--- src/rtl/pds_pkg.sv ---
// ----------------------------------------------------------------------------
// pds_pkg
// Shared types and constants for the priority decay scheduler.
// ----------------------------------------------------------------------------
package pds_pkg;

  localparam int MAX_ENTRIES_DEF = 4;

  localparam int KIND_W  = 1;
  localparam int IDXF_W  = 4;
  localparam int DATA_W  = 8;
  localparam int BASE_W  = 7;
  localparam int ACT_W   = 5;
  localparam int CFGI_W  = 2;

  localparam logic [CFGI_W-1:0] CFG_BASE_PRIO = 2'd0;
  localparam logic [CFGI_W-1:0] CFG_TICKS     = 2'd1;
  localparam logic [CFGI_W-1:0] CFG_ACTIVE    = 2'd2;

  localparam logic [KIND_W-1:0] KIND_LOAD    = 1'b0;
  localparam logic [KIND_W-1:0] KIND_QUANTUM = 1'b1;

  localparam logic [BASE_W-1:0] BASE_PRIO_RST = 7'd60;
  localparam logic [DATA_W-1:0] TICKS_RST     = 8'd61;
  localparam logic [ACT_W-1:0]  ACTIVE_RST    = 5'd3;

  typedef enum logic [1:0] {
    ST_IDLE,
    ST_SCAN,
    ST_CHARGE,
    ST_EMIT
  } pds_state_t;

  typedef struct packed {
    logic load;    // write one table entry from the input beat
    logic start;   // latch entry count, clear counter
    logic scan;    // compare one entry against running minimum
    logic charge;  // add ticks to chosen entry's usage
    logic emit;    // decay one entry and load the output register
  } pds_cmd_t;

  typedef struct packed {
    logic n_zero;    // no active entries
    logic cnt_last;  // counter sits on the last active entry
    logic out_free;  // output register can take a beat this cycle
  } pds_sts_t;

endpackage

--- src/rtl/pds_ctrl.sv ---
// ----------------------------------------------------------------------------
// pds_ctrl
// Sequencer for load, scan, charge and decay/report phases.
// ----------------------------------------------------------------------------
module pds_ctrl (
  input  logic                          clk,
  input  logic                          rst_n,
  input  logic                          in_valid,
  input  logic [pds_pkg::KIND_W-1:0]    in_kind,
  output logic                          in_ready,
  input  pds_pkg::pds_sts_t             sts,
  output pds_pkg::pds_cmd_t             cmd
);

  pds_pkg::pds_state_t state_r, state_nxt;

  always_ff @(posedge clk) begin
    if (!rst_n) begin
      state_r <= pds_pkg::ST_IDLE;
    end else begin
      state_r <= state_nxt;
    end
  end

  always_comb begin
    state_nxt = state_r;
    unique case (state_r)
      pds_pkg::ST_IDLE: begin
        if (in_valid && in_kind == pds_pkg::KIND_QUANTUM && !sts.n_zero) begin
          state_nxt = pds_pkg::ST_SCAN;
        end
      end
      pds_pkg::ST_SCAN: begin
        if (sts.cnt_last) begin
          state_nxt = pds_pkg::ST_CHARGE;
        end
      end
      pds_pkg::ST_CHARGE: begin
        state_nxt = pds_pkg::ST_EMIT;
      end
      pds_pkg::ST_EMIT: begin
        if (sts.out_free && sts.cnt_last) begin
          state_nxt = pds_pkg::ST_IDLE;
        end
      end
      default: state_nxt = pds_pkg::ST_IDLE;
    endcase
  end

  always_comb begin
    cmd      = '0;
    in_ready = 1'b0;
    unique case (state_r)
      pds_pkg::ST_IDLE: begin
        in_ready = 1'b1;
        if (in_valid) begin
          if (in_kind == pds_pkg::KIND_LOAD) begin
            cmd.load = 1'b1;
          end else if (!sts.n_zero) begin
            cmd.start = 1'b1;
          end
        end
      end
      pds_pkg::ST_SCAN:   cmd.scan   = 1'b1;
      pds_pkg::ST_CHARGE: cmd.charge = 1'b1;
      pds_pkg::ST_EMIT:   cmd.emit   = sts.out_free;
      default: ;
    endcase
  end

endmodule

--- src/rtl/pds_datapath.sv ---
// ----------------------------------------------------------------------------
// pds_datapath
// Entry tables, config registers, min scan, charge, decay and output register.
// ----------------------------------------------------------------------------
module pds_datapath #(
  parameter int MAX_ENTRIES = pds_pkg::MAX_ENTRIES_DEF
) (
  input  logic                          clk,
  input  logic                          rst_n,
  input  pds_pkg::pds_cmd_t             cmd,
  output pds_pkg::pds_sts_t             sts,
  input  logic [pds_pkg::IDXF_W-1:0]    in_entry_index,
  input  logic [pds_pkg::DATA_W-1:0]    in_load_priority,
  input  logic [pds_pkg::DATA_W-1:0]    in_load_usage,
  input  logic                          cfg_valid,
  input  logic [pds_pkg::CFGI_W-1:0]    cfg_index,
  input  logic [pds_pkg::DATA_W-1:0]    cfg_data,
  output logic                          out_valid,
  input  logic                          out_ready,
  output logic [pds_pkg::IDXF_W-1:0]    out_report_index,
  output logic [pds_pkg::DATA_W-1:0]    out_report_priority,
  output logic [pds_pkg::DATA_W-1:0]    out_report_usage,
  output logic                          out_was_chosen,
  output logic                          out_last
);

  localparam int IDX_W = $clog2(MAX_ENTRIES);
  localparam int CNT_W = $clog2(MAX_ENTRIES + 1);
  localparam int DW    = pds_pkg::DATA_W;
  localparam logic [pds_pkg::ACT_W-1:0] MAX_ACT = pds_pkg::ACT_W'(MAX_ENTRIES);

  logic [DW-1:0] prio_r  [MAX_ENTRIES];
  logic [DW-1:0] usage_r [MAX_ENTRIES];

  logic [pds_pkg::BASE_W-1:0] base_r;
  logic [DW-1:0]              ticks_r;
  logic [pds_pkg::ACT_W-1:0]  active_r;

  logic [CNT_W-1:0] n_r;
  logic [IDX_W-1:0] cnt_r;
  logic [IDX_W-1:0] best_r;
  logic [DW-1:0]    best_prio_r;
  logic [DW-1:0]    best_usage_r;
  logic [DW-1:0]    charged_r;

  logic             out_valid_r;
  logic [IDX_W-1:0] out_idx_r;
  logic [DW-1:0]    out_prio_r;
  logic [DW-1:0]    out_usage_r;
  logic             out_chosen_r;
  logic             out_last_r;

  logic [CNT_W-1:0] n_eff;
  logic             load_in_range;
  logic [DW-1:0]    cur_prio;
  logic [DW-1:0]    cur_usage;
  logic             cur_chosen;
  logic [DW-1:0]    src_usage;
  logic [DW-1:0]    dec_usage;
  logic [DW-1:0]    dec_prio;
  logic [DW:0]      charge_sum;

  // entries beyond the table size do not take part
  assign n_eff = (active_r > MAX_ACT) ? CNT_W'(MAX_ACT) : CNT_W'(active_r);
  assign load_in_range = ({1'b0, in_entry_index} < MAX_ACT);

  assign cur_prio   = prio_r[cnt_r];
  assign cur_usage  = usage_r[cnt_r];
  assign cur_chosen = (cnt_r == best_r);

  // chosen entry takes its charged usage before decay
  assign src_usage  = cur_chosen ? charged_r : cur_usage;
  assign dec_usage  = {1'b0, src_usage[DW-1:1]};
  assign dec_prio   = {1'b0, base_r} + {2'b00, src_usage[DW-1:2]};
  assign charge_sum = {1'b0, best_usage_r} + {1'b0, ticks_r};

  assign sts.n_zero   = (active_r == '0);
  assign sts.cnt_last = ((CNT_W'(cnt_r) + CNT_W'(1)) == n_r);
  assign sts.out_free = !out_valid_r || out_ready;

  always_ff @(posedge clk) begin
    if (!rst_n) begin
      base_r   <= pds_pkg::BASE_PRIO_RST;
      ticks_r  <= pds_pkg::TICKS_RST;
      active_r <= pds_pkg::ACTIVE_RST;
    end else if (cfg_valid) begin
      unique case (cfg_index)
        pds_pkg::CFG_BASE_PRIO: base_r   <= cfg_data[pds_pkg::BASE_W-1:0];
        pds_pkg::CFG_TICKS:     ticks_r  <= cfg_data;
        pds_pkg::CFG_ACTIVE:    active_r <= cfg_data[pds_pkg::ACT_W-1:0];
        default: ;
      endcase
    end
  end

  always_ff @(posedge clk) begin
    if (!rst_n) begin
      for (int i = 0; i < MAX_ENTRIES; i++) begin
        prio_r[i]  <= '0;
        usage_r[i] <= '0;
      end
    end else if (cmd.load && load_in_range) begin
      prio_r[in_entry_index[IDX_W-1:0]]  <= in_load_priority;
      usage_r[in_entry_index[IDX_W-1:0]] <= in_load_usage;
    end else if (cmd.emit) begin
      prio_r[cnt_r]  <= dec_prio;
      usage_r[cnt_r] <= dec_usage;
    end
  end

  always_ff @(posedge clk) begin
    if (!rst_n) begin
      cnt_r <= '0;
    end else if (cmd.start || cmd.charge) begin
      cnt_r <= '0;
    end else if (cmd.scan || cmd.emit) begin
      cnt_r <= cnt_r + IDX_W'(1);
    end
  end

  always_ff @(posedge clk) begin
    if (cmd.start) begin
      n_r <= n_eff;
    end
    // strict less-than keeps the lowest index on ties
    if (cmd.scan && (cnt_r == '0 || cur_prio < best_prio_r)) begin
      best_r       <= cnt_r;
      best_prio_r  <= cur_prio;
      best_usage_r <= cur_usage;
    end
    if (cmd.charge) begin
      charged_r <= charge_sum[DW] ? {DW{1'b1}} : charge_sum[DW-1:0];
    end
  end

  always_ff @(posedge clk) begin
    if (!rst_n) begin
      out_valid_r <= 1'b0;
    end else if (cmd.emit) begin
      out_valid_r <= 1'b1;
    end else if (out_ready) begin
      out_valid_r <= 1'b0;
    end
  end

  always_ff @(posedge clk) begin
    if (cmd.emit) begin
      out_idx_r    <= cnt_r;
      out_prio_r   <= dec_prio;
      out_usage_r  <= dec_usage;
      out_chosen_r <= cur_chosen;
      out_last_r   <= sts.cnt_last;
    end
  end

  assign out_valid           = out_valid_r;
  assign out_report_index    = pds_pkg::IDXF_W'(out_idx_r);
  assign out_report_priority = out_prio_r;
  assign out_report_usage    = out_usage_r;
  assign out_was_chosen      = out_chosen_r;
  assign out_last            = out_last_r;

endmodule

--- src/rtl/priority_decay_scheduler_core.sv ---
// ----------------------------------------------------------------------------
// priority_decay_scheduler_core
// Process table with lowest-priority selection, usage charge and decay.
// ----------------------------------------------------------------------------
// Input channel (in_*): a load beat (kind 0) writes one in-range entry and
// gives no output. A quantum beat (kind 1) scans the n active entries for the
// lowest priority (lowest index on ties), charges the chosen entry, then
// decays and reports every active entry in index order, one output beat each,
// the final one marked by out_last. n is active_entries capped at the table
// size; with n of zero a quantum gives no output.
// A quantum runs a min scan over the n entries through the single table read
// port, then a charge step, then a decay step for each entry, one per report.
// in_ready is high only while no quantum is in work.
// The output register holds a beat until out_ready; a stalled receiver stalls
// the decay phase, and the next input is taken while the last report waits.
// Config writes (cfg_*) are taken every cycle and should occur while idle.
// Reset clears the tables to zero and restores the register reset values.
// ----------------------------------------------------------------------------
module priority_decay_scheduler_core #(
  parameter int MAX_ENTRIES = pds_pkg::MAX_ENTRIES_DEF
) (
  input  logic                          clk,
  input  logic                          rst_n,
  input  logic                          in_valid,
  output logic                          in_ready,
  input  logic [pds_pkg::KIND_W-1:0]    in_kind,
  input  logic [pds_pkg::IDXF_W-1:0]    in_entry_index,
  input  logic [pds_pkg::DATA_W-1:0]    in_load_priority,
  input  logic [pds_pkg::DATA_W-1:0]    in_load_usage,
  input  logic                          cfg_valid,
  output logic                          cfg_ready,
  input  logic [pds_pkg::CFGI_W-1:0]    cfg_index,
  input  logic [pds_pkg::DATA_W-1:0]    cfg_data,
  output logic                          out_valid,
  input  logic                          out_ready,
  output logic [pds_pkg::IDXF_W-1:0]    out_report_index,
  output logic [pds_pkg::DATA_W-1:0]    out_report_priority,
  output logic [pds_pkg::DATA_W-1:0]    out_report_usage,
  output logic                          out_was_chosen,
  output logic                          out_last
);

  pds_pkg::pds_cmd_t cmd;
  pds_pkg::pds_sts_t sts;

  assign cfg_ready = 1'b1;

  pds_ctrl u_ctrl (
    .clk      (clk),
    .rst_n    (rst_n),
    .in_valid (in_valid),
    .in_kind  (in_kind),
    .in_ready (in_ready),
    .sts      (sts),
    .cmd      (cmd)
  );

  pds_datapath #(
    .MAX_ENTRIES (MAX_ENTRIES)
  ) u_datapath (
    .clk                 (clk),
    .rst_n               (rst_n),
    .cmd                 (cmd),
    .sts                 (sts),
    .in_entry_index      (in_entry_index),
    .in_load_priority    (in_load_priority),
    .in_load_usage       (in_load_usage),
    .cfg_valid           (cfg_valid),
    .cfg_index           (cfg_index),
    .cfg_data            (cfg_data),
    .out_valid           (out_valid),
    .out_ready           (out_ready),
    .out_report_index    (out_report_index),
    .out_report_priority (out_report_priority),
    .out_report_usage    (out_report_usage),
    .out_was_chosen      (out_was_chosen),
    .out_last            (out_last)
  );

endmodule

--- config.mk ---
export PLATFORM = sky130hd
export DESIGN_NAME = priority_decay_scheduler_core
export DESIGN_NICKNAME = d
export VERILOG_FILES = /design/src/rtl/pds_pkg.sv /design/src/rtl/pds_ctrl.sv /design/src/rtl/pds_datapath.sv /design/src/rtl/priority_decay_scheduler_core.sv
export SDC_FILE = /design/constraint.sdc
export NUM_CORES = 1
export LEC_CHECK = 0
export ABC_AREA = 1
export BUFFER_PORTS_ARGS = -buffer_cell sky130_fd_sc_hd__buf_2
export CAP_MARGIN = 25
export CORE_MARGIN = 2
export CORE_UTILIZATION = 64
export DETAILED_ROUTE_END_ITERATION = 16
export HOLD_SLACK_MARGIN = 0.08
export PLACE_DENSITY = 0.93
export SLEW_MARGIN = 20
export SYNTH_ARGS = -nofsm -noshare
export SYNTH_HDL_FRONTEND = slang
export SYNTH_SLANG_ARGS = --single-unit
--- constraint.sdc ---
create_clock -name clk -period 5.8 [get_ports clk]
set_clock_uncertainty 0.1 [all_clocks]
set_input_delay 0.29 -clock clk [delete_from_list [all_inputs] [get_ports clk]]
set_output_delay 0.29 -clock clk [all_outputs]
set_load 0.005 [all_outputs]
==> reports/qor.yml <==
outcome:
  outcome: "finished, final reports clean"
global_routing:
  grt_pass1_vias: 5616
  globalRouteTotalUtil_pct: 37.0
  antenna_found_initial: 0
  overflow: 0
  grt_max_degree: 34
  grt_pass1_wl_um: 30100
floorplan:
  die_area_um2: 10800
  die_w_um: 104
  num_rows: 36
  coreArea_um2: 9730
  io_pins: 61
  start_util_pct: 65.7
  die_y_um: 104
pwr:
  total_power_uw: 3780
  pwr-share-seq_pct: 37.6
  clkPwrFrac_pct: 28.3
  switching_share_pct: 37.4
  ir_drop_mv: 0.432
  comb_power_share_pct: 34.1
  cellLeakagePower_uw: 0.00327
  p_sw_uw: 1420
  p_per_area_nw_per_um2: 498
  p_int_uw: 2360
critical_path:
  rrSetupSlack_ps: 1890
  crit_arrival_ps: 4070
  path_max_fanout: 17
  critPathKind: "register to register"
  reg2regPathDepth: 12
  rr_endpoint: "u_datapath.prio_r[0][4]"
  critical_path_required_ps: 5960
  crit_path_start_kind: "register"
  endpoint_kind: "register"
synth:
  syn-cell-area_um2: 6390
  ys_ff_latch: 138
  netlist-cell-type-count: 35
  synth_seq_area_share_pct: 60.6
  ys.flop_type: "edfxtp_1"
  syn-instance-count: 626
  avgSynthCellArea_um2: 10.2
  yosysWarnings: 0
  async_flop_share_pct: 0
  synth_edf_count: 111
routing:
  dr.pass1.iters: 8
  num_vias: 5558
  ant_nets: 0
  drc: 0
  drt-vias-per-instance: 6.47
  wl_per_cell_um: 23.0
  drt_iter0_markers: 993
  wl_um: 19800
job:
  drv_cap: 0
cts:
  cts_setup_buffers: 0
  cts_sinks: 138
  cts_max_level: 4
  cts.clk_slew.worst_paths_ps: 60
  cts-buffers-inserted: 17
  cts_buffer_depth: 2
  cts_resized: 0
  cts_tree: "done"
  clk_latency_ps: 530
  root_buffer: "clkbuf_8"
timing:
  fmax_mhz: 255
  period_share_pct: 67.5
  tns_ps: 0
  fin_crit_ps: 3910
  hold_violations: 0
  rsz0062_at_grt: "no"
  worst_pin_slew_ps: 979
  slew_headroom_pct: 34.6
  finalSetupViolCount: 0
  finalMaxSlewViolations: 0
cells_and_area:
  layout.cells.most_common_list: "edfxtp_1, nor2_1, nand2_1, inv_1, buf_2"
  antennaDiodeCount: 0
  nNetsFinal: 777
  utilization_pct: 78.0
  drive_above_1_share_pct: 15.7
  syn2layout_area_growth_pct: 18.7
  final_common_cell: "edfxtp_1"
min_path:
  hold_class: "input pin to register"
  hold_path_startpoint: "cfg_index[0]"
  hold_depth: 3
  worstHoldEndpoint: "u_datapath.active_r[1]"
placed_design:
  post-dp-hpwl_um: 11100
  io_buffers: 56
  place_congestion: 0.964
## repair_timing
action,CTS,global route
endpoints found under the hold margin,39,0
setup endpoints to repair,0,0
hold buffers,24,0
## critical path, stage by stage (launching register included)
cell     delay [ps]
dfxtp_1         720
inv_1           490
o21ai_0         230
o22ai_1         140
nand2_1         130
nand2_1         160
ha_1            270
fa_1            470
nand3_1         150
nand2_1         120
xor2_1          190
a22oi_1         340
nor2_1          100
## flip-flops by register name, summed over array words and instances, names as in the netlist, 8 cells and up, named ones only
register                        flops
u_datapath.best_prio_r              8
u_datapath.best_usage_r             8
u_datapath.out_report_priority      8
u_datapath.prio_r                  32
u_datapath.ticks_r                  8
u_datapath.usage_r                 32
## logic make-up after synthesis
logic type | count (synthesis) | share of synthesized area [%]
and+or+nand+nor | 246 | 15.6
DFF | 138 | 60.6
AOI/OAI and AO/OA | 101 | 9.69
buffers and inverters | 98 | 6.50
adders and majority gates | 28 | 5.71
xor gates and xnor gates | 13 | 1.78
other | 2 | 0.117
## worst max path at each step
stage | from | endpoint | slack (ps) | cells past startpoint
CTS | register | u_datapath.prio_r[0][4] | 2190 | 12
detailed placement | register | u_datapath.prio_r[0][5] | 2410 | 14
global route | register | u_datapath.prio_r[1][6] | 1820 | 17
global placement | u_ctrl.state_r[0] | u_datapath.usage_r[0][5] | 2560 | 10
finish | register | u_datapath.prio_r[0][4] | 1890 | 12
floorplan | u_ctrl.state_r[0] | u_datapath.prio_r[3][0] | 2460 | 5
## cell type report
| cell class | instances | area [µm²] |
|---|---|---|
| Sequential cell | 138 | 3870 |
| Clock inverter | 13 | 153 |
| Tap cell | 133 | 166 |
| Inverter | 79 | 297 |
| Clock buffer | 19 | 422 |
| Timing Repair Buffer | 85 | 558 |
| Fill cell | 490 | 2140 |
| Multi-Input combinational cell | 392 | 2120 |
## power groups by stage
stage / clock, µW / sequential (µW) / combinational (µW)
after floorplan: 0 / 1400 / 771
after global placement: 0 / 1410 / 1030
after detailed placement: 0 / 1420 / 1120
after CTS: 1060 / 1410 / 1190
after global routing: 1100 / 1430 / 1360
final: 1070 / 1420 / 1290
## layer usage
| layer | global-route usage (%) | vias up | part of all wire (%) |
|---|---|---|---|
| met5 | 0 | - | 0 |
| met4 | 24.3 | 0 | 7.4 |
| met3 | 11.2 | 149 | 14 |
| met2 | 58.9 | 616 | 46 |
| met1 | 43.8 | 2528 | 32 |
| li1 | - | 2265 | - |
## cells in the mapped netlist (6+ instances only)
library cell	instances	share of area (%)
edfxtp_1	111	52
nor2_1	106	6.2
nand2_1	100	5.9
inv_1	73	4.3
o21ai_0	44	3.4
dfxtp_1	27	8.5
ha_1	26	5.1
nand3_1	24	1.9
a21oi_1	22	1.7
o22ai_1	17	1.7
xor2_1	9	1.2
clkbuf_1	8	0.47
a22oi_2	6	1.2
buf_4	6	0.70
inv_2	6	0.35
nand2_2	6	0.59
## through the flow
step           worst slack (ps)  std cells  cell area [µm²]  hold WS, ps
2_1_floorplan              2460        628             6400          303
3_3_place_gp               2560        803             6770          353
3_5_place_dp               2410        803             6770          348
4_1_cts                    2190        859             7590         80.1
5_1_grt                    1820        859             7590          108
6_report                   1890        859             7590          116
Power figures use the tool's default switching activity.
